--- config.mk ---
export PLATFORM = sky130hd
export DESIGN_NAME = voxel_ray_traversal_unit_flat
export DESIGN_NICKNAME = d
export VERILOG_FILES = /design/src/design/vrt_pkg.sv /design/src/design/vrt_req_if.sv /design/src/design/vrt_rsp_if.sv /design/src/design/vrt_cfg_if.sv /design/src/design/voxel_ray_traversal_unit.sv /design/src/flat_wrapper.sv
export VERILOG_INCLUDE_DIRS = /design/src /design/src/design
export SDC_FILE = /design/constraint.sdc
export NUM_CORES = 2
export LEC_CHECK = 0
export BUFFER_PORTS_ARGS = -buffer_cell sky130_fd_sc_hd__buf_2
export CAP_MARGIN = 10
export CORE_MARGIN = 10
export CORE_UTILIZATION = 40
export DETAILED_ROUTE_END_ITERATION = 7
export PLACE_DENSITY_LB_ADDON = 0.3
export SLEW_MARGIN = 5
export SYNTH_ARGS = -nofsm -noshare
export SYNTH_HDL_FRONTEND = slang
export SYNTH_SLANG_ARGS = --single-unit
--- constraint.sdc ---
create_clock -name clk -period 19.45 [get_ports clk]
set_clock_uncertainty 0.05 [all_clocks]
set_input_delay 2.9175 -clock clk [delete_from_list [all_inputs] [get_ports clk]]
set_output_delay 2.9175 -clock clk [all_outputs]
set_load 0.005 [all_outputs]
--- src/design/voxel_ray_traversal_unit_assert.svh ---
// Assertion macros for the voxel ray walker.
`ifndef VOXEL_RAY_TRAVERSAL_UNIT_ASSERT_SVH
`define VOXEL_RAY_TRAVERSAL_UNIT_ASSERT_SVH

// Check that cons holds in the same cycle as ante.
`define VRT_CHECK_NOW(lbl, ante, cons, msg) \
  lbl: assert property (@(posedge clk) disable iff (rst) (ante) |-> (cons)) \
    else $error(msg);

// Check that cons holds in the cycle after ante.
`define VRT_CHECK_NEXT(lbl, ante, cons, msg) \
  lbl: assert property (@(posedge clk) disable iff (rst) (ante) |=> (cons)) \
    else $error(msg);

`endif

--- src/design/vrt_pkg.sv ---
package vrt_pkg;

  localparam int WORLD_HEIGHT = 256;
  localparam logic [15:0] REACH_RESET = 16'd1280;
  localparam logic [31:0] UNIT_ONE = 32'd16384;
  localparam logic [31:0] HIT_T_MIN = 32'd655;

  localparam logic OP_START = 1'b0;
  localparam logic OP_ANSWER = 1'b1;

  localparam logic [1:0] RK_QUERY = 2'd0;
  localparam logic [1:0] RK_HIT = 2'd1;
  localparam logic [1:0] RK_MISS = 2'd2;
  localparam logic [1:0] RK_IGNORED = 2'd3;

  // divider passes during setup
  localparam logic [1:0] PH_MAG = 2'd0;
  localparam logic [1:0] PH_DELTA = 2'd1;
  localparam logic [1:0] PH_SIDE = 2'd2;

  typedef struct packed {
    logic operation;
    logic signed [31:0] start_x;
    logic signed [31:0] start_y;
    logic signed [31:0] start_z;
    logic signed [15:0] dir_x;
    logic signed [15:0] dir_y;
    logic signed [15:0] dir_z;
    logic [7:0] block_kind;
  } req_word_t;

  typedef struct packed {
    logic [1:0] result_kind;
    logic signed [15:0] voxel_x;
    logic [7:0] voxel_y;
    logic signed [15:0] voxel_z;
    logic [1:0] face_axis;
    logic face_negative;
    logic [7:0] hit_kind;
    logic signed [31:0] hit_x;
    logic signed [31:0] hit_y;
    logic signed [31:0] hit_z;
  } rsp_word_t;

endpackage

--- src/design/vrt_req_if.sv ---
interface vrt_req_if;
  logic valid;
  logic ready;
  vrt_pkg::req_word_t word;
  modport source(output valid, output word, input ready);
  modport sink(input valid, input word, output ready);
endinterface

--- src/design/vrt_rsp_if.sv ---
interface vrt_rsp_if;
  logic valid;
  logic ready;
  vrt_pkg::rsp_word_t word;
  modport source(output valid, output word, input ready);
  modport sink(input valid, input word, output ready);
endinterface

--- src/design/vrt_cfg_if.sv ---
interface vrt_cfg_if;
  logic valid;
  logic ready;
  logic [15:0] data;
  modport source(output valid, output data, input ready);
  modport sink(input valid, input data, output ready);
endinterface

--- src/design/voxel_ray_traversal_unit.sv ---
// A start word takes the squared length, 30 root steps and nine divider passes on the one
// shared subtractor, then emits its result; a zero direction misses after the length pass.
// A block answer steps once, computes a hit point, or is ignored. One word at a time:
// req.ready rises together with rsp.valid, and the emit waits while the output register
// still holds an unread word.
// Reset (rst, synchronous, active high): no active ray, reach 1280, output empty.
module voxel_ray_traversal_unit (
  input logic clk,
  input logic rst,
  vrt_cfg_if.sink cfg,
  vrt_req_if.sink req,
  vrt_rsp_if.source rsp
);
  import vrt_pkg::*;

  typedef enum logic [10:0] {
    S_IDLE     = 11'b000_0000_0001,
    S_SQ_MUL   = 11'b000_0000_0010,
    S_SQ_ACC   = 11'b000_0000_0100,
    S_ROOT     = 11'b000_0000_1000,
    S_DIV_LOAD = 11'b000_0001_0000,
    S_DIV_RUN  = 11'b000_0010_0000,
    S_CHECK    = 11'b000_0100_0000,
    S_STEP     = 11'b000_1000_0000,
    S_HIT_MUL  = 11'b001_0000_0000,
    S_HIT_ADD  = 11'b010_0000_0000,
    S_EMIT     = 11'b100_0000_0000
  } state_t;

  state_t state;

  // configuration
  logic [15:0] reach;

  // ray state
  logic ray_active;
  logic [15:0] cur_voxel [3];
  logic [31:0] side_dist [3];
  logic [31:0] delta_dist [3];
  logic step_sign [3];
  logic [31:0] origin [3];
  logic [14:0] au [3];
  logic [15:0] dir [3];
  logic [31:0] ray_param;
  logic [15:0] steps_taken;
  logic [2:0] last_face;
  logic [7:0] kind_r;
  logic [31:0] hit_pt [3];
  logic [1:0] res_kind;

  // sequencer working registers
  logic [1:0] ax;
  logic [1:0] phase;
  logic [4:0] cnt;
  logic [31:0] sum;
  logic [47:0] prod;
  logic [31:0] rad;
  logic [29:0] root;
  logic [31:0] rem;
  logic [31:0] dsh;
  logic [31:0] q;
  logic [29:0] divisor;

  logic rsp_valid;
  rsp_word_t rsp_word;
  rsp_word_t rsp_word_next;

  // shared compare / subtract unit: root steps and divider steps
  logic [33:0] sub_a;
  logic [33:0] sub_b;
  logic [33:0] sub_diff;
  logic sub_ge;

  always_comb begin
    if (state == S_ROOT) begin
      sub_a = {rem, rad[31:30]};
      sub_b = {2'b00, root, 2'b01};
    end else begin
      sub_a = {3'b000, rem[29:0], dsh[31]};
      sub_b = {4'b0000, divisor};
    end
    sub_ge = (sub_a >= sub_b);
    sub_diff = sub_a - sub_b;
  end

  // shared multiplier
  logic [15:0] ad;
  logic [31:0] mul_a;
  logic [15:0] mul_b;

  always_comb begin
    ad = dir[ax][15] ? (~dir[ax] + 16'd1) : dir[ax];
    if (state == S_HIT_MUL) begin
      mul_a = ray_param;
      mul_b = {1'b0, au[ax]};
    end else begin
      mul_a = {16'd0, ad};
      mul_b = ad;
    end
  end

  // divider load values and final quotient
  logic [31:0] q_fin;
  logic [14:0] magc;
  logic [16:0] gap;
  logic [15:0] frac;

  always_comb begin
    q_fin = {q[30:0], sub_ge};
    magc = (q_fin > UNIT_ONE) ? UNIT_ONE[14:0] : q_fin[14:0];
    frac = origin[ax][15:0];
    gap = step_sign[ax] ? {1'b0, frac} : (17'h10000 - {1'b0, frac});
  end

  // step axis: smallest side distance, ties go to the later axis
  logic [1:0] sel;
  logic [32:0] side_sum;
  logic [15:0] max_steps;
  logic ray_done;

  always_comb begin
    if (side_dist[0] < side_dist[1] && side_dist[0] < side_dist[2]) begin
      sel = 2'd0;
    end else if (side_dist[1] < side_dist[2]) begin
      sel = 2'd1;
    end else begin
      sel = 2'd2;
    end
    side_sum = {1'b0, side_dist[sel]} + {1'b0, delta_dist[sel]};
    max_steps = {7'd0, reach[15:7]} + 16'd1;
    // a set sign bit is below the floor; otherwise compare against the ceiling
    ray_done = (steps_taken >= max_steps) || (ray_param >= {8'd0, reach, 8'd0}) ||
               cur_voxel[1][15] || (cur_voxel[1] >= 16'(WORLD_HEIGHT));
  end

  logic [31:0] off;
  assign off = prod[45:14];

  // result word for the pending kind; fields not used by that kind stay zero
  always_comb begin
    rsp_word_next = '0;
    rsp_word_next.result_kind = res_kind;
    if (res_kind == RK_QUERY || res_kind == RK_HIT) begin
      rsp_word_next.voxel_x = cur_voxel[0];
      rsp_word_next.voxel_y = cur_voxel[1][7:0];
      rsp_word_next.voxel_z = cur_voxel[2];
    end
    if (res_kind == RK_HIT) begin
      rsp_word_next.face_axis = last_face[1:0];
      rsp_word_next.face_negative = last_face[2];
      rsp_word_next.hit_kind = kind_r;
      rsp_word_next.hit_x = hit_pt[0];
      rsp_word_next.hit_y = hit_pt[1];
      rsp_word_next.hit_z = hit_pt[2];
    end
  end

  assign req.ready = (state == S_IDLE);
  assign cfg.ready = 1'b1;
  assign rsp.valid = rsp_valid;
  assign rsp.word = rsp_word;

  always_ff @(posedge clk) begin
    if (rst) begin
      state <= S_IDLE;
      reach <= REACH_RESET;
      ray_active <= 1'b0;
      rsp_valid <= 1'b0;
    end else begin
      if (cfg.valid) begin
        reach <= cfg.data;
      end
      // drop the taken word unless a new one is loaded in the same cycle
      if (rsp_valid && rsp.ready && state != S_EMIT) begin
        rsp_valid <= 1'b0;
      end

      case (state)
        S_IDLE: begin
          if (req.valid) begin
            kind_r <= req.word.block_kind;
            ax <= 2'd0;
            if (req.word.operation == OP_START) begin
              // capture the ray; a zero direction drops it after the length pass
              dir[0] <= req.word.dir_x;
              dir[1] <= req.word.dir_y;
              dir[2] <= req.word.dir_z;
              origin[0] <= req.word.start_x;
              origin[1] <= req.word.start_y;
              origin[2] <= req.word.start_z;
              cur_voxel[0] <= req.word.start_x[31:16];
              cur_voxel[1] <= req.word.start_y[31:16];
              cur_voxel[2] <= req.word.start_z[31:16];
              sum <= 32'd0;
              state <= S_SQ_MUL;
            end else if (!ray_active) begin
              res_kind <= RK_IGNORED;
              state <= S_EMIT;
            end else if (req.word.block_kind != 8'd0 && ray_param > HIT_T_MIN) begin
              state <= S_HIT_MUL;
            end else begin
              state <= S_STEP;
            end
          end
        end

        S_SQ_MUL: begin
          prod <= {16'd0, mul_a} * {32'd0, mul_b};
          state <= S_SQ_ACC;
        end

        S_SQ_ACC: begin
          sum <= sum + prod[31:0];
          if (ax == 2'd2) begin
            ax <= 2'd0;
            if (sum + prod[31:0] == 32'd0) begin
              ray_active <= 1'b0;
              res_kind <= RK_MISS;
              state <= S_EMIT;
            end else begin
              rad <= sum + prod[31:0];
              rem <= 32'd0;
              root <= 30'd0;
              cnt <= 5'd30;
              state <= S_ROOT;
            end
          end else begin
            ax <= ax + 2'd1;
            state <= S_SQ_MUL;
          end
        end

        // one root bit a cycle over the squared length shifted up by 28
        S_ROOT: begin
          rem <= sub_ge ? sub_diff[31:0] : sub_a[31:0];
          root <= {root[28:0], sub_ge};
          rad <= {rad[29:0], 2'b00};
          cnt <= cnt - 5'd1;
          if (cnt == 5'd1) begin
            phase <= PH_MAG;
            state <= S_DIV_LOAD;
          end
        end

        S_DIV_LOAD: begin
          q <= 32'd0;
          case (phase)
            PH_MAG: begin
              divisor <= root;
              rem <= {6'd0, ad, 10'd0};
              dsh <= 32'd0;
              cnt <= 5'd18;
            end
            PH_DELTA: begin
              divisor <= {15'd0, au[ax]};
              rem <= 32'd0;
              dsh <= 32'h8000_0000;
              cnt <= 5'd31;
            end
            default: begin
              divisor <= {15'd0, au[ax]};
              rem <= 32'd0;
              dsh <= {gap, 15'd0};
              cnt <= 5'd31;
            end
          endcase
          state <= S_DIV_RUN;
        end

        // restoring divide, one quotient bit a cycle
        S_DIV_RUN: begin
          rem <= {2'b00, sub_ge ? sub_diff[29:0] : sub_a[29:0]};
          q <= q_fin;
          dsh <= {dsh[30:0], 1'b0};
          cnt <= cnt - 5'd1;
          if (cnt == 5'd1) begin
            case (phase)
              PH_MAG: begin
                // a component that rounds to zero becomes one LSB
                if (magc == 15'd0) begin
                  au[ax] <= 15'd1;
                  step_sign[ax] <= dir[ax][15] || (dir[ax] == 16'd0);
                end else begin
                  au[ax] <= magc;
                  step_sign[ax] <= dir[ax][15];
                end
              end
              PH_DELTA: delta_dist[ax] <= q_fin;
              default: side_dist[ax] <= q_fin;
            endcase
            if (ax == 2'd2) begin
              ax <= 2'd0;
              if (phase == PH_SIDE) begin
                ray_param <= 32'd0;
                steps_taken <= 16'd0;
                last_face <= 3'd0;
                ray_active <= 1'b1;
                state <= S_CHECK;
              end else begin
                phase <= phase + 2'd1;
                state <= S_DIV_LOAD;
              end
            end else begin
              ax <= ax + 2'd1;
              state <= S_DIV_LOAD;
            end
          end
        end

        // advance across the nearest face
        S_STEP: begin
          ray_param <= side_dist[sel];
          side_dist[sel] <= side_sum[32] ? 32'hFFFF_FFFF : side_sum[31:0];
          cur_voxel[sel] <= step_sign[sel] ? cur_voxel[sel] - 16'd1 : cur_voxel[sel] + 16'd1;
          last_face <= {~step_sign[sel], sel + 2'd1};
          steps_taken <= steps_taken + 16'd1;
          state <= S_CHECK;
        end

        S_CHECK: begin
          if (ray_done) begin
            ray_active <= 1'b0;
            res_kind <= RK_MISS;
          end else begin
            res_kind <= RK_QUERY;
          end
          state <= S_EMIT;
        end

        S_HIT_MUL: begin
          prod <= {16'd0, mul_a} * {32'd0, mul_b};
          state <= S_HIT_ADD;
        end

        S_HIT_ADD: begin
          hit_pt[ax] <= step_sign[ax] ? origin[ax] - off : origin[ax] + off;
          if (ax == 2'd2) begin
            ray_active <= 1'b0;
            res_kind <= RK_HIT;
            state <= S_EMIT;
          end else begin
            ax <= ax + 2'd1;
            state <= S_HIT_MUL;
          end
        end

        S_EMIT: begin
          // hold until the output register is free
          if (!rsp_valid || rsp.ready) begin
            rsp_valid <= 1'b1;
            rsp_word <= rsp_word_next;
            state <= S_IDLE;
          end
        end

        default: state <= S_IDLE;
      endcase
    end
  end

  `include "voxel_ray_traversal_unit_assert.svh"

  `VRT_CHECK_NEXT(a_busy_after_accept, req.valid && req.ready, !req.ready, "ready after accept")
  `VRT_CHECK_NOW(a_hit_has_face, rsp.valid && rsp.word.result_kind == RK_HIT, rsp.word.face_axis != 2'd0, "hit without face")
  `VRT_CHECK_NOW(a_dir_nonzero, ray_active && state == S_IDLE, au[0] != 15'd0 && au[1] != 15'd0 && au[2] != 15'd0, "zero unit direction")

endmodule

--- src/flat_wrapper.sv ---
// flat-port wrapper written by rule: the top's interface ports become plain ports
module voxel_ray_traversal_unit_flat import vrt_pkg::*;
  (clk, rst, cfg_valid, cfg_data, cfg_ready, req_valid, req_word, req_ready, rsp_valid, rsp_word, rsp_ready);
  vrt_cfg_if cfg_i ();
  vrt_req_if req_i ();
  vrt_rsp_if rsp_i ();
  input logic clk;
  input logic rst;
  input wire logic [$bits(cfg_i.valid)-1:0] cfg_valid;
  input wire logic [$bits(cfg_i.data)-1:0] cfg_data;
  output wire logic [$bits(cfg_i.ready)-1:0] cfg_ready;
  input wire logic [$bits(req_i.valid)-1:0] req_valid;
  input wire logic [$bits(req_i.word)-1:0] req_word;
  output wire logic [$bits(req_i.ready)-1:0] req_ready;
  output wire logic [$bits(rsp_i.valid)-1:0] rsp_valid;
  output wire logic [$bits(rsp_i.word)-1:0] rsp_word;
  input wire logic [$bits(rsp_i.ready)-1:0] rsp_ready;
  assign cfg_i.valid = cfg_valid;
  assign cfg_i.data = cfg_data;
  assign cfg_ready = cfg_i.ready;
  assign req_i.valid = req_valid;
  assign req_i.word = req_word;
  assign req_ready = req_i.ready;
  assign rsp_valid = rsp_i.valid;
  assign rsp_word = rsp_i.word;
  assign rsp_i.ready = rsp_ready;
  voxel_ray_traversal_unit u_core (.clk(clk), .rst(rst), .cfg(cfg_i), .req(req_i), .rsp(rsp_i));
endmodule
**Word level (Yosys, flattened, before mapping)**

Memory sizes are Yosys's and may differ from the RTL's. A register that Yosys moved wholly into a read port is not among the register bits.
Cells that the tools add are included.

- Memory bits (writable): 528
- Memories kept: 8
- Flip-flop bits (word level): 385
- Input bits: 174
- Output and inout bits: 152
- Logic and storage cells: 283

- Equal/unequal tests: 33
- $add $sub $neg: 15
- Order comparisons: 9
- Multipliers: 1
- Bitwise gates (word level): 5
- Reduce and logical (&&, ||, !) cells: 52
- Mux-type cells: 134

Memories:

| memory | depth | bits a word | read ports | clocked after Yosys merged registers in | write ports | line | source |
|---|---|---|---|---|---|---|---|
| u_core.delta_dist | 3 | 32 | 1 | 0 | 1 | voxel_ray_traversal_unit.sv:39 | `logic [31:0] delta_dist [3];` |
| u_core.hit_pt | 3 | 32 | 3 | 3 | 1 | voxel_ray_traversal_unit.sv:48 | `logic [31:0] hit_pt [3];` |
| u_core.origin | 3 | 32 | 1 | 1 | 3 | voxel_ray_traversal_unit.sv:41 | `logic [31:0] origin [3];` |
| u_core.side_dist | 3 | 32 | 4 | 0 | 1 | voxel_ray_traversal_unit.sv:38 | `logic [31:0] side_dist [3];` |
| u_core.cur_voxel | 3 | 16 | 4 | 2 | 3 | voxel_ray_traversal_unit.sv:37 | `logic [15:0] cur_voxel [3];` |
| u_core.dir | 3 | 16 | 1 | 1 | 3 | voxel_ray_traversal_unit.sv:43 | `logic [15:0] dir [3];` |
| +2 memories | n/a | n/a | n/a | n/a | n/a | n/a |  |

Operators by type and width:

| operator | number |
|---|---|
| $mux 32 | 15 |
| $pmux 32 s2 | 5 |
| $pmux 32 s4 | 1 |
| $pmux 11 s11 | 1 |
| $mux 16 | 7 |
| $mux 11 | 9 |
| $lt 32x32->1 | 3 |
| $mux 30 | 3 |
| $add 32x32->32 | 2 |
| $sub 32x32->32 | 2 |
| $pmux 31 s2 | 1 |
| $pmux 30 s2 | 1 |
| $add 16x1->16 const B | 3 |
| $mul 32x16->46 | 1 |
| $mux 1 | 46 |
| $mux 2 | 23 |
| $mux 15 | 3 |
| $ge 34x32->1 | 1 |
| $mux 34 | 1 |
| $add 32x32->33 | 1 |
| $ge 32x24->1 | 1 |
| $gt 32x10->1 const B | 1 |
| $gt 32x15->1 const B | 1 |
| $logic_not 32->1 | 1 |
| other kinds (59) | 116 |

**Logic depth before layout (Yosys ltp)**

- Word-level depth: 13
- Mapped depth: 38
- Gate-level depth less buffers: 36

**Worst setup path after synthesis**

Ideal clock, no wire load.

- Path type: input port to flip-flop
- Start point: input port rst
- End point: register, netlist name u_core.rsp.word[0]
- Required time: 18529 ps
- Setup slack: 4368 ps
- Setup time: 871 ps
- Path buffers: 2
- Cell stages on the path: 3
- Data arrival time: 14161 ps
- Cell sequence: clkbuf_1 > clkbuf_1 > nor3b_1

- Word-level cells in the longest chain between the ends: 2

Ends and longest elaborated chain:

| what | line | source |
|---|---|---|
| start: declaration | flat_wrapper.sv:8 | `input logic rst;` |
| $not 1->1 (no line) | n/a |  |
| $reduce_and 3->1 (no line) | n/a |  |

Every way passes these cells.
A chain may end at the register's enable or synchronous reset.

==> flow_summary.json <==
{
  "cp_common_cell": "fa_1",
  "via_count": 47328,
  "run_status": "finished, final reports clean",
  "crit_path_max_incr_delay_ns": 1.02,
  "setup_viol": 0,
  "netlist_instances": 6184,
  "io_buffers": 324,
  "drtPass1Iterations": 6,
  "cp_data_required_time_ns": 19.88,
  "post_drt_wl_per_cell_um": 22.1,
  "die_x_um": 428,
  "synth-seq-cells": 1028,
  "synth_flop_cell": "edfxtp_1",
  "postCtsHoldBufs": 0,
  "finalCritPeriodShare_pct": 57.1,
  "cp.arrival_ns": 11.54,
  "cts_max_level": 3,
  "seq_area_frac_synth_pct": 45.8,
  "grt_pass1_wl_mm": 294,
  "async_reset_ff_share_pct": 0,
  "period_needed_ns": 11.11,
  "io_pins": 326,
  "fmax_ghz": 0.0900,
  "end_kind": "flop",
  "final_nets": 7462,
  "grt_max_degree": 129,
  "finalHoldViolations": 0,
  "cts_buffer_depth": 3,
  "drcViolationCount": 0,
  "totalWireLength_mm": 194,
  "initial_core_util_pct": 40.3,
  "grt_use_total_pct": 20.6,
  "grt_pass1_vias": 47556,
  "postCtsSetupRepairBufs": 0,
  "clock_latency_ns": 0.74,
  "hpwl_mm": 146,
  "cts-resized-gates": 0,
  "die_h_um": 428,
  "hp-class": "reg -> reg",
  "place_congestion": 0.926,
  "synth_cell_type_count": 99,
  "numCtsBuffers": 107,
  "rsz0062_at_grt": "false",
  "rows": 149,
  "via_per_inst": 5.39,
  "grt-ovfl-total": 0,
  "ant_nets": 0,
  "synth-edff-count": 997,
  "area_delta_synth_final_pct": 11.8,
  "slew_headroom_pct": 16.1,
  "synth.cell_area_mm2": 0.0667,
  "critical_path.slowest_cell": "a21oi_1",
  "drive_gt1_share_pct": 9.81,
  "maxSlewViolCount": 0,
  "grt_antenna_before_repair": 26,
  "fin_tns_setup_ns": 0,
  "numClockSinks": 1028,
  "dieArea_mm2": 0.183,
  "drt_iter0_drc": 3964,
  "cts-root-buf": "clkbuf_16",
  "crit_fanout": 38,
  "path_clk_slew_ns": 0.07,
  "worst_pin_slew_ns": 1.25,
  "cts_tree": "built",
  "coreArea_mm2": 0.165,
  "yosysWarnings": 0,
  "start_kind": "flop",
  "path_class": "reg -> reg",
  "avgSynthCellArea_um2": 10.8,
  "drv_cap": 0,
  "fillers": 15401
}
-- layout make-up --
type,count,area (µm²),share of cell area (%)
Clock buffer,145,2900,3.90
Multi-Input combinational cell,4295,33000,44.3
Timing Repair Buffer,398,2190,2.94
Clock inverter,53,581,0.779
Tap cell,2189,2740,3.68
Inverter,655,2460,3.31
Sequential cell,1028,30600,41.0
Antenna cell,12,30.0,0.0403
-- flip-flops by register name, indices dropped and copies added, names as in the netlist, 45 cells and up, named ones only --
name,cells
u_core.hit_pt,96
u_core.origin,96
u_core.delta_dist,96
u_core.rsp.word,149
u_core.au,45
u_core.prod,46
u_core.cur_voxel,48
u_core.side_dist,96
u_core.dir,48
-- synth_stat cells (23+ instances only) --
| library cell | count | area (µm²) |
|---|---|---|
| fa_1 | 422 | 8450 |
| dfxtp_1 | 31 | 621 |
| o21a_1 | 54 | 405 |
| nor2b_1 | 111 | 694 |
| and3_1 | 51 | 319 |
| nor4_1 | 29 | 181 |
| inv_1 | 652 | 2450 |
| nor2_1 | 555 | 2080 |
| a21o_1 | 88 | 661 |
| mux2i_1 | 134 | 1340 |
| o21bai_1 | 30 | 225 |
| clkbuf_1 | 187 | 702 |
| edfxtp_1 | 997 | 29900 |
| o21ai_0 | 211 | 1060 |
| o21ai_1 | 42 | 210 |
| xnor2_1 | 156 | 1370 |
| nand3_1 | 64 | 320 |
| ha_1 | 381 | 4770 |
| a31oi_1 | 26 | 163 |
| nand4_1 | 46 | 288 |
| xor2_1 | 85 | 744 |
| and2_1 | 230 | 1440 |
| nand2_1 | 722 | 2710 |
| buf_2 | 23 | 115 |
| nor3_1 | 60 | 300 |
| a21oi_1 | 436 | 2180 |
| nand2b_1 | 44 | 275 |
-- critical path: cells and delay by family, from the launching register on --
family          cells  cell delay [ns]
compound gates     10             3.38
xor+xnor            2             0.27
fa+ha+maj           7             3.57
buf+inv             4             0.88
flops               1             0.67
mux                 1             0.26
simple gates        8             1.74
-- cells in the final DEF, fill, tap and decap left out, types with 30 or more instances in the layout --
cell type / netlist / final
edfxtp_1: 997 / 997
o21bai_1: 30 / 30
nor3_1: 60 / 59
nor2_1: 555 / 552
o21a_1: 54 / 54
inv_1: 652 / 651
nand4_1: 46 / 46
a21oi_1: 436 / 428
o21ai_1: 42 / 45
buf_2: 23 / 324
mux2i_1: 134 / 134
ha_1: 381 / 380
xnor2_1: 156 / 156
fa_1: 422 / 422
nand3_1: 64 / 64
nand2_1: 722 / 721
o21ai_0: 211 / 207
a21o_1: 88 / 88
clkbuf_16: 0 / 110
and3_1: 51 / 48
clkbuf_1: 187 / 33
buf_4: 4 / 73
and2_1: 230 / 230
nand2b_1: 44 / 44
nor2b_1: 111 / 110
xor2_1: 85 / 85
-- cell families after synthesis --
family	after synthesis	share of synthesized area [%]
simple gates	1995	13.9
compound gates	1080	9.92
buf+inv	881	5.02
mux	153	2.33
flops	1028	45.8
other cells	2	0.0113
xor+xnor	242	3.19
fa+ha+maj	803	19.8
-- per-stage QoR --
step	instance area (µm²)	hold slack (ns)	instances	util, %	setup slack [ns]
global route	74500	0.439	8769	45.1	7.69
finish	74500	0.422	8775	45.1	8.34
CTS	74500	0.430	8763	45.0	8.36
global placement	71000	0.406	8565	42.9	8.50
detailed placement	71000	0.411	8565	42.9	8.35
floorplan	66800	0.368	6204	-	4.37
-- final timing paths --
path,start,to,slack [ns],depth (start not counted)
setup / recovery,flop,u_core.prod[45],8.34,32
hold / removal,u_core.res_kind[0],u_core.rsp.word[147],0.42,0
setup reg to reg,flop,u_core.prod[45],8.34,32
hold reg to reg,u_core.res_kind[0],u_core.rsp.word[147],0.42,0
-- routing by layer --
metal  track usage [%]  vias to the layer above  wire (µm)
li1                  -                    21799          -
met1              26.8                    23528      80900
met2              34.8                     1660      93900
met3              3.54                      339      13000
met4              6.47                        2       6560
met5                 0                        -         10
Power is left out: the tool's default activity adds up to more than one toggle a clock period on the data nets, which glitch-free logic cannot reach.
